$ cat config.mk
export PLATFORM = sky130hd
export DESIGN_NAME = double_ended_queue
export DESIGN_NICKNAME = d
export VERILOG_FILES = /design/src/rtl/dq_pkg.sv /design/src/rtl/dq_ram.sv /design/src/rtl/dq_ctrl.sv /design/src/rtl/double_ended_queue.sv
export SDC_FILE = /design/constraint.sdc
export NUM_CORES = 1
export LEC_CHECK = 0
export BUFFER_PORTS_ARGS = -buffer_cell sky130_fd_sc_hd__buf_2
export CAP_MARGIN = 20
export CELL_PAD_IN_SITES_DETAIL_PLACEMENT = 1
export CELL_PAD_IN_SITES_GLOBAL_PLACEMENT = 1
export CORE_ASPECT_RATIO = 1.1
export CORE_MARGIN = 2
export CORE_UTILIZATION = 54
export DETAILED_ROUTE_END_ITERATION = 6
export PLACE_DENSITY_LB_ADDON = 0.15
export SLEW_MARGIN = 0
export SYNTH_ARGS = -nofsm -noshare
export SYNTH_HDL_FRONTEND = slang
export SYNTH_HIERARCHICAL = 1
export SYNTH_SLANG_ARGS = --single-unit
$ cat constraint.sdc
create_clock -name clk -period 4.9 [get_ports clk]
set_input_delay 0.49 -clock clk [delete_from_list [all_inputs] [get_ports clk]]
set_output_delay 0.49 -clock clk [all_outputs]
set_load 0.1 [all_outputs]
$ cat src/rtl/dq_pkg.sv
// Shared types and constants for the double-ended queue.
// Holds the store geometry, operation and status codes, and the
// memory request and stage structs used by the controller, RAM and top level.
`default_nettype none

package dq_pkg;

	localparam int DEPTH  = 16;
	localparam int IDX_W  = $clog2(DEPTH);
	localparam int CNT_W  = $clog2(DEPTH + 1);
	localparam int VAL_W  = 32;
	localparam int OP_W   = 2;
	localparam int ST_W   = 2;
	localparam int FILL_W = 5;

	typedef enum logic [OP_W-1:0] {
		OP_PUSH_FRONT = 2'd0,
		OP_POP_FRONT  = 2'd1,
		OP_PUSH_REAR  = 2'd2,
		OP_POP_REAR   = 2'd3
	} op_t;

	typedef enum logic [ST_W-1:0] {
		ST_OK    = 2'd0,
		ST_EMPTY = 2'd1,
		ST_FULL  = 2'd2
	} status_t;

	typedef struct packed {
		logic             we;
		logic [IDX_W-1:0] waddr;
		logic [VAL_W-1:0] wdata;
		logic             re;
		logic [IDX_W-1:0] raddr;
	} mem_req_t;

	typedef struct packed {
		status_t          status;
		logic             pop_ok;
		logic [CNT_W-1:0] count;
	} stage_t;

endpackage

`default_nettype wire

$ cat src/rtl/dq_ram.sv
// Entry store of the double-ended queue: one write and one read port,
// read data registered. Depends on dq_pkg.
`default_nettype none

module dq_ram
	import dq_pkg::*;
(
	input  wire logic             clk,
	input  wire mem_req_t         req,
	output logic      [VAL_W-1:0] rdata
);

	logic [VAL_W-1:0] mem [DEPTH];
	logic [VAL_W-1:0] rdata_q;

	always_ff @(posedge clk) begin
		if (req.we) begin
			mem[req.waddr] <= req.wdata;
		end
		// hold read data while no new read is issued
		if (req.re) begin
			rdata_q <= mem[req.raddr];
		end
	end

	assign rdata = rdata_q;

endmodule

`default_nettype wire

$ cat src/rtl/dq_ctrl.sv
// Pointer and count control of the double-ended queue: decodes an operation,
// moves head or tail, issues the RAM access and holds the beat in stage 1.
// Depends on dq_pkg.
`default_nettype none

module dq_ctrl
	import dq_pkg::*;
(
	input  wire logic             clk,
	input  wire logic             arst_n,
	input  wire logic             in_valid,
	output logic                  in_ready,
	input  wire logic [OP_W-1:0]  in_op,
	input  wire logic [VAL_W-1:0] in_value,
	output mem_req_t              mem_req,
	output logic                  s1_valid,
	output stage_t                s1_info,
	input  wire logic             s1_advance
);

	logic [IDX_W-1:0] head_q, tail_q, head_d, tail_d;
	logic [CNT_W-1:0] count_q, count_d;
	logic             s1_valid_q;
	stage_t           s1_q, stage_d;
	logic             acc, full, empty;
	op_t              op;

	function automatic logic [IDX_W-1:0] wrap_inc(input logic [IDX_W-1:0] i);
		return (i == IDX_W'(DEPTH - 1)) ? '0 : i + IDX_W'(1);
	endfunction

	function automatic logic [IDX_W-1:0] wrap_dec(input logic [IDX_W-1:0] i);
		return (i == '0) ? IDX_W'(DEPTH - 1) : i - IDX_W'(1);
	endfunction

	assign in_ready = !s1_valid_q;
	assign acc      = in_valid && in_ready;
	assign full     = (count_q == CNT_W'(DEPTH));
	assign empty    = (count_q == '0);
	assign op       = op_t'(in_op);

	always_comb begin
		head_d         = head_q;
		tail_d         = tail_q;
		count_d        = count_q;
		mem_req        = '0;
		mem_req.wdata  = in_value;
		stage_d.status = ST_OK;
		stage_d.pop_ok = 1'b0;
		if (acc) begin
			case (op)
				OP_PUSH_FRONT: begin
					if (full) begin
						stage_d.status = ST_FULL;
					end else begin
						head_d        = wrap_dec(head_q);
						mem_req.we    = 1'b1;
						mem_req.waddr = head_d;
						count_d       = count_q + CNT_W'(1);
					end
				end
				OP_POP_FRONT: begin
					if (empty) begin
						stage_d.status = ST_EMPTY;
					end else begin
						mem_req.re     = 1'b1;
						mem_req.raddr  = head_q;
						head_d         = wrap_inc(head_q);
						count_d        = count_q - CNT_W'(1);
						stage_d.pop_ok = 1'b1;
					end
				end
				OP_PUSH_REAR: begin
					if (full) begin
						stage_d.status = ST_FULL;
					end else begin
						tail_d        = wrap_inc(tail_q);
						mem_req.we    = 1'b1;
						mem_req.waddr = tail_d;
						count_d       = count_q + CNT_W'(1);
					end
				end
				default: begin
					if (empty) begin
						stage_d.status = ST_EMPTY;
					end else begin
						mem_req.re     = 1'b1;
						mem_req.raddr  = tail_q;
						tail_d         = wrap_dec(tail_q);
						count_d        = count_q - CNT_W'(1);
						stage_d.pop_ok = 1'b1;
					end
				end
			endcase
		end
		stage_d.count = count_d;
	end

	always_ff @(posedge clk or negedge arst_n) begin
		if (!arst_n) begin
			head_q     <= '0;
			tail_q     <= IDX_W'(DEPTH - 1);
			count_q    <= '0;
			s1_valid_q <= 1'b0;
		end else begin
			head_q  <= head_d;
			tail_q  <= tail_d;
			count_q <= count_d;
			if (acc) begin
				s1_valid_q <= 1'b1;
			end else if (s1_advance) begin
				s1_valid_q <= 1'b0;
			end
		end
	end

	always_ff @(posedge clk) begin
		if (acc) begin
			s1_q <= stage_d;
		end
	end

	assign s1_valid = s1_valid_q;
	assign s1_info  = s1_q;

	a_count_bound: assert property (@(posedge clk) disable iff (!arst_n)
		count_q <= CNT_W'(DEPTH))
		else $error("fill count above depth");

	a_full_holds: assert property (@(posedge clk) disable iff (!arst_n)
		acc && full && (op == OP_PUSH_FRONT || op == OP_PUSH_REAR)
		|=> $stable(count_q) && $stable(head_q) && $stable(tail_q))
		else $error("push on full queue changed state");

	a_push_counts: assert property (@(posedge clk) disable iff (!arst_n)
		acc && !full && (op == OP_PUSH_FRONT || op == OP_PUSH_REAR)
		|=> count_q == $past(count_q) + CNT_W'(1))
		else $error("push did not add one entry");

	a_pop_read: assert property (@(posedge clk) disable iff (!arst_n)
		acc && !empty && (op == OP_POP_FRONT || op == OP_POP_REAR)
		|-> mem_req.re && !mem_req.we)
		else $error("pop issued no read");

	a_pop_status: assert property (@(posedge clk) disable iff (!arst_n)
		s1_valid_q && s1_q.pop_ok |-> s1_q.status == ST_OK)
		else $error("successful pop with error status");

endmodule

`default_nettype wire

$ cat src/rtl/double_ended_queue.sv
// Double-ended queue of signed 32-bit values, DEPTH entries in one RAM.
//
// Input beat (s_*): tuser carries the operation (push front, pop front,
// push rear, pop rear), tdata the value to push (ignored by pops).
// Output beat (m_*): tuser carries the status (ok, empty, full), tdata the
// popped value (zero unless a pop succeeded) and the fill count after the
// operation. Every input beat gives exactly one output beat, in order.
//
// Flow: an accepted beat is held in stage 1, then loaded into the output
// register that drives m_tvalid. The entry RAM is read at the accepting edge
// and the output register loads when stage 1 advances; while stage 1 holds a
// beat s_tready is low, so a new beat is taken only after the last one has
// moved on to the output register.
// While a result waits in the output register, one more beat is accepted and
// held in stage 1; s_tready then drops until m_tready takes the waiting beat.
// Reset (arst_n low) empties the queue: head at entry zero, tail one before
// it, count zero. RAM contents are not cleared and need no clearing pass.
// Depends on dq_pkg, dq_ctrl, dq_ram.
`default_nettype none

module double_ended_queue
	import dq_pkg::*;
(
	input  wire logic        clk,
	input  wire logic        arst_n,
	input  wire logic        s_tvalid,
	output logic             s_tready,
	input  wire logic [31:0] s_tdata,  // [31:0] value
	input  wire logic [1:0]  s_tuser,  // [1:0] op
	output logic             m_tvalid,
	input  wire logic        m_tready,
	output logic      [39:0] m_tdata,  // [31:0] popped_value, [36:32] fill_count, rest zero
	output logic      [1:0]  m_tuser   // [1:0] status
);

	mem_req_t         mem_req;
	logic [VAL_W-1:0] rdata;
	logic             s1_valid, s1_advance;
	stage_t           s1_info;

	logic              out_valid_q;
	logic [ST_W-1:0]   out_status_q;
	logic [VAL_W-1:0]  out_value_q;
	logic [FILL_W-1:0] out_fill_q;

	dq_ctrl u_ctrl (
		.clk        (clk),
		.arst_n     (arst_n),
		.in_valid   (s_tvalid),
		.in_ready   (s_tready),
		.in_op      (s_tuser),
		.in_value   (s_tdata),
		.mem_req    (mem_req),
		.s1_valid   (s1_valid),
		.s1_info    (s1_info),
		.s1_advance (s1_advance)
	);

	dq_ram u_ram (
		.clk   (clk),
		.req   (mem_req),
		.rdata (rdata)
	);

	// advance stage 1 when the output register is free or being drained
	assign s1_advance = s1_valid && (!out_valid_q || m_tready);

	always_ff @(posedge clk or negedge arst_n) begin
		if (!arst_n) begin
			out_valid_q <= 1'b0;
		end else if (s1_advance) begin
			out_valid_q <= 1'b1;
		end else if (m_tready) begin
			out_valid_q <= 1'b0;
		end
	end

	always_ff @(posedge clk) begin
		if (s1_advance) begin
			out_status_q <= s1_info.status;
			out_value_q  <= s1_info.pop_ok ? rdata : '0;
			out_fill_q   <= FILL_W'(s1_info.count);
		end
	end

	assign m_tvalid = out_valid_q;
	assign m_tuser  = out_status_q;
	assign m_tdata  = {3'b000, out_fill_q, out_value_q};

endmodule

`default_nettype wire

== Yosys cells after proc, flatten, opt, wreduce, memory -nomap -nowiden ==
Memory sizes are Yosys's and may differ from the RTL's. A register that Yosys moved wholly into a read port is not among the register bits.
Cells that the tools add are included.
Operators by class
  add/sub/neg operators: 6
  eq/ne operators: 9
  multiplexer cells: 32
  bitwise operators: 1
  reductions and logical operators: 16
Operators with widths (number)
  5-bit 2-to-1 mux: 10
  4-bit 2-to-1 mux: 8
  5-bit case mux with 2 select lines: 2
  4-bit case mux with 2 select lines: 2
  4-bit by 1-bit adder with 4-bit output (second input constant): 2
  4-bit == test (second input constant): 2
  4-bit zero test: 2
  1-bit 2-to-1 mux: 8
  2-bit inequality test (second input constant): 4
  4-bit AND reduction: 2
  4-bit by 1-bit subtractor with 4-bit output (second input constant): 2
  2-bit nonzero test: 3
  5-bit by 1-bit adder with 5-bit output (second input constant): 1
  5-bit == test (second input constant): 1
  5-bit zero test: 1
  5-bit by 1-bit subtractor with 5-bit output (second input constant): 1
  2-bit 2-to-1 mux: 2
  2-bit OR reduction: 2
  2-bit by 1-bit == test with 1-bit output (second input constant): 1
  2-bit == test (second input constant): 1
  1-bit logical AND: 2
  1-bit zero test: 2
  2-bit zero test: 1
  1-bit logical OR: 1
  1-bit inverter: 1
Storage, ports and cells
  flip-flop bits (word level): 62
  RAM bits: 512
  bits of input ports: 38
  output and inout port bits: 44
  logic and storage cells: 76
  memories: 1
Memories
  u_ram.mem: words 16, bits a word 32, read ports 1, clocked after Yosys merged registers in 1, wr ports 1, line dq_ram.sv:13  | logic [VAL_W-1:0] mem [DEPTH];

== Logic depth before layout (Yosys ltp) ==
  depth after elaboration: 7
  mapped depth: 11
  mapped depth without buffers: 9

== Cells and area by module ==
Netlist, hierarchy kept.
By module, submodules not included
  dq_ram: instances 1, cells each 838, area each 20155.6 um^2, seq. area each 16335.7 um^2
  dq_ctrl: instances 1, cells each 192, area each 1735.4 um^2, seq. area each 595.6 um^2
  double_ended_queue: instances 1, cells each 82, area each 1496.4 um^2, seq. area each 1196.1 um^2

== Least setup slack after synthesis ==
Ideal clock, no wire load.
  kind: input to register
  start point: input port s_tvalid
  end point: memory u_ram.mem[0][0] (enable)
  data arrival time: 4.135 ns
  setup slack: 0.304 ns
  stages on the path: 6
  cells stage by stage: or2b_4 > clkinv_1 > nand2_1 > a211oi_1 > or3b_2 > nor3_1
RTL lines
  start: declaration: line double_ended_queue.sv:26  | input wire logic s_tvalid,
  end: declaration: line dq_ram.sv:13

==> flow_results.org <==
** Status
- Outcome :: complete, no violations

** Timing
- In the finished design, the share of the clock period the worst path needs comes to approximately three quarters.
- The clock period could shrink to between 3 and 4 ns.
- Setup repair after global routing missed its margin :: false
- Count of endpoints failing setup in the final report :: 0
- F_max :: ~270 MHz
- Number of max-slew violations in the final report :: 0
- The number of hold violations in the final report came to 0.
- For the pin with the worst max-slew slack, the measured transition is 1.07 ns.
- Final setup TNS :: 0 ns
- Measured against its own limit, the worst slew margin works out to between 20 and 30%.
- Between clock sinks in the finished design, the worst skew comes to between 0.015 and 0.02 ns.
- Least setup slack across all paths after layout :: about 1.2 ns

** Placement
- OpenSTA, run right after detailed placement, puts the worst setup slack at 0.941 ns.
- Detailed placement ended at an HPWL of between 30000 and 40000 um.
- Routability congestion estimate :: 0.798
- Number of input and output port buffers inserted :: about 80

** Yosys
- The Yosys step of the flow raised 6 warnings.
- Cell variety after synth :: 54
- Synthesized cell area :: 23400 um2
- Gate count of the mapped netlist :: about 1100
- The biggest area contributor in the post-synthesis netlist is sky130_fd_sc_hd__edfxtp_1.
- Top cells by area, synth :: sky130_fd_sc_hd__edfxtp_1 (76%), sky130_fd_sc_hd__mux4_2 (12%), sky130_fd_sc_hd__a22oi_1 (2.1%)
- Count of flip-flops with a built-in enable after synthesis :: 591
- Summing the sequential cell areas from Yosys gives 77.5% of the chip area.
- Fraction of post-synthesis cell area in the top cell type by area :: between 70% and 80%
- Dividing the synthesized area by the synthesized cell count gives about 21 um2.
- Synthesis inferred slightly above 600 register bits.
- Most used flip-flop cell after synthesis :: sky130_fd_sc_hd__edfxtp_1
- Async set or reset register ratio after synthesis :: ~2.5%

** Setup path
- Worst path slowest cell :: sky130_fd_sc_hd__nor2_4
- CP Data Arrival Time :: between 3 and 4 ns
- For this run, the slowest stage of the critical path takes 0.65 ns.
- Path type of the worst setup path :: reg -> reg
- Endpoint class of the critical path :: flip-flop
- The signal on the critical path passes through inv_1 > ha_1 > and4bb_2 > nor2_1 > nand2_1 > nor2_1 > nand2b_1 > nor2_4 > buf_4.
- Of all nets on the critical path, the largest fanout is 18.
- The worst setup path is launched from a flip-flop.
- Worst Path Buf+Inv :: 2
- Data on the critical path is required at its endpoint by 5.18 ns.
- Most repeated library cell on the critical path :: sky130_fd_sc_hd__nor2_1
- Cell class contributing the biggest share of worst-path delay :: simple AND/OR/NAND/NOR gates

** Global routing
- Antenna violations before repair :: 2
- Number of global-route vias before repair :: roughly 12000
- Global routing usage summed across all routing layers :: around a quarter
- Grt ovf :: 0
- The first global-routing pass estimated about 78000 um of wire.
- Entering global routing, the biggest net connects 41 pins.

** Routing
- DRC violation count after routing :: 0
- Routed wire length :: between 50000 and 60000 um
- The first detailed-routing pass took 4 iterations.
- Summing over every cut layer, the via total after detailed routing is ~11000.
- After detailed routing, the average wire length per cell comes to 28.3 um.
- Dividing the detail-routed via count by the number of cells gives 6.08.
- The detailed router finished its first iteration with 810 violations.
- The detail route stage leaves a number of antenna-violating nets equal to 0.

** Finish
- Most common library cell in the layout ignoring fill and taps :: sky130_fd_sc_hd__edfxtp_1
- The number of antenna diodes in the final layout is 0.
- Area added between synthesis and finish :: 12.5%
- The final layout contains approximately 1300 nets.
- Commonest cells after routing, fill and taps aside :: sky130_fd_sc_hd__edfxtp_1 (591), sky130_fd_sc_hd__mux4_2 (128), sky130_fd_sc_hd__buf_2 (78), sky130_fd_sc_hd__a22oi_1 (65), sky130_fd_sc_hd__clkbuf_16 (61)
- The post-route netlist has a little under a third of its cells at a drive strength greater than 1.

** CTS
- The clock passes through at most 3 buffers.
- Clock root buffer :: sky130_fd_sc_hd__clkbuf_16
- Hold-fix buffers at CTS :: 1
- Number of buffers created by CTS :: a little under 60
- Clock tree from TritonCTS :: done
- The clock tree synthesis step divided the H-tree into 2 levels.
- Clock-pin slew was measured on the worst setup and hold paths at about 0.06 ns.
- At the later pin of the worst-skew pair, clock insertion delay measures approximately 0.62 ns.
- Setup repair bufs after CTS :: 0
- Once the clock tree was built, the resizer swapped 0 gates to a different size.
- The tree built by TritonCTS fans out to 606 sinks.

** Floorplanning
- Once the floorplan was initialized, standard cells occupied between 50% and 60% of the core.
- The core region is between 40000 and 50000 um2.
- The die covers about 45000 um2.
- The floorplan step set the die height to between 200 and 250 um.
- In this run the count of I/O pins placed on the die edge is 82.
- Row count :: 79
- In this run the horizontal extent of the chip is between 200 and 250 um.

** Power and ir drop
- In this run the static leakage power is around 8.4 nW.
- Maximum vdd ir drop :: roughly 330 uV
- Final Power :: roughly 0.013 W
- For this design the ratio of total power to cell area is between 400 and 500 nW/um2.

** Min path
- Worst min-delay path category :: in -> reg

** Job
- Max capacitance violation total :: 0
[cell usage after synthesis (3+ instances only)]
cell                       count
sky130_fd_sc_hd__edfxtp_1    591
sky130_fd_sc_hd__mux4_2      128
sky130_fd_sc_hd__a22oi_1      65
sky130_fd_sc_hd__buf_4        44
sky130_fd_sc_hd__nand2_1      43
sky130_fd_sc_hd__and2_2       32
sky130_fd_sc_hd__nor2_1       26
sky130_fd_sc_hd__clkbuf_1     22
sky130_fd_sc_hd__inv_1        16
sky130_fd_sc_hd__dfrtp_1      11
sky130_fd_sc_hd__a21oi_1      10
sky130_fd_sc_hd__buf_1        10
sky130_fd_sc_hd__o21ai_0       9
sky130_fd_sc_hd__buf_2         8
sky130_fd_sc_hd__nand2b_1      8
sky130_fd_sc_hd__nor3_1        8
sky130_fd_sc_hd__ha_1          7
sky130_fd_sc_hd__mux2i_1       6
sky130_fd_sc_hd__nand3_1       6
sky130_fd_sc_hd__o31ai_1       5
sky130_fd_sc_hd__dfstp_2       4
sky130_fd_sc_hd__xnor2_1       4
sky130_fd_sc_hd__clkbuf_2      3
sky130_fd_sc_hd__nand3b_1      3
sky130_fd_sc_hd__nor2b_1       3
sky130_fd_sc_hd__o21ai_1       3
sky130_fd_sc_hd__xor2_1        3
[where the power goes]
part	leakage (nW)	internal, W	switching, W
sequential	5.53	0.00609	0.000168
combinational	2.00	0.000690	0.00181
clock	0.880	0.00233	0.00185
[layer usage]
layer	wire length (um)	up-vias	share of wire [%]	GRT usage (%)
li1	-	4721	-	-
met1	21300	5892	41	32.9
met2	26100	366	51	39.2
met3	2790	90	5.4	3.61
met4	1400	0	2.7	7.56
met5	0	-	0	0
[kinds of logic (layout without fill, tap and decap cells)]
family | count (synthesis) | count (layout) | share of synthesized area (%)
other | 1 | 3 | 0.0160
AND/OR/NAND/NOR | 143 | 143 | 3.33
buffers and inverters | 107 | 248 | 2.59
multiplexers | 134 | 134 | 12.6
flip-flops | 606 | 606 | 77.5
XOR/XNOR | 7 | 7 | 0.262
AO/OA/AOI/OAI | 107 | 107 | 3.33
adder cells (fa/ha/maj) | 7 | 7 | 0.374
[final timing paths]
kind	startpoint	to	slack (ns)	depth (start not counted)
worst max register to register	u_ctrl/count_q[0]$_DFF_PN0_	u_ram/mem[2][8]$_DFFE_PP_	1.20	9
worst max-delay path	u_ctrl/count_q[0]$_DFF_PN0_	u_ram/mem[2][8]$_DFFE_PP_	1.20	9
min in group asynchronous	arst_n	u_ctrl/head_q[0]$_DFFE_PN0P_	0.34	2
worst min-delay path	m_tready	m_tvalid$_DFFE_PN0P_	0.18	3
worst min register to register	u_ctrl/s1_info[0]$_DFFE_PP_	out_fill_q[0]$_DFFE_PP_	0.42	0
max in group asynchronous	arst_n	u_ctrl/tail_q[3]$_DFFE_PN1P_	4.25	2
[tightest hold or removal path: cells and delay by family]
kind          cells  cell delay, ns
simple gates      2            0.18
buf+inv           1            0.07
[final cells by class]
| cell class | instances | area (um2) |
|---|---|---|
| clock inverters | 31 | 183 |
| clock buffers | 75 | 1590 |
| fillers | 3518 | 16200 |
| flip-flops and latches | 606 | 18100 |
| multi-input cells | 401 | 4810 |
| well taps | 567 | 709 |
| inverters | 17 | 63.8 |
| repair buffers | 125 | 833 |
[registers in the layout, summed over array words and instances (netlist names)]
name             count
u_ctrl/s1_valid      1
m_tvalid             1
u_ram/mem          512
out_value_q         32
u_ctrl/count_q       5
out_fill_q           5
u_ctrl/s1_info       8
u_ram/rdata         32
u_ctrl/tail_q        4
m_tuser              2
u_ctrl/head_q        4
[metrics by stage]
step	hold slack, ns	area [um2]	utilization [%]	cells
2_1_floorplan	0.194	23400	-	1114
3_3_place_gp	0.405	24500	57.7	1714
3_5_place_dp	0.407	24500	57.7	1714
4_1_cts	0.156	26300	61.9	1821
5_1_grt	0.186	26300	61.9	1822
6_report	0.175	26300	61.9	1822
Note: power is estimated with default switching activity, not from simulation.
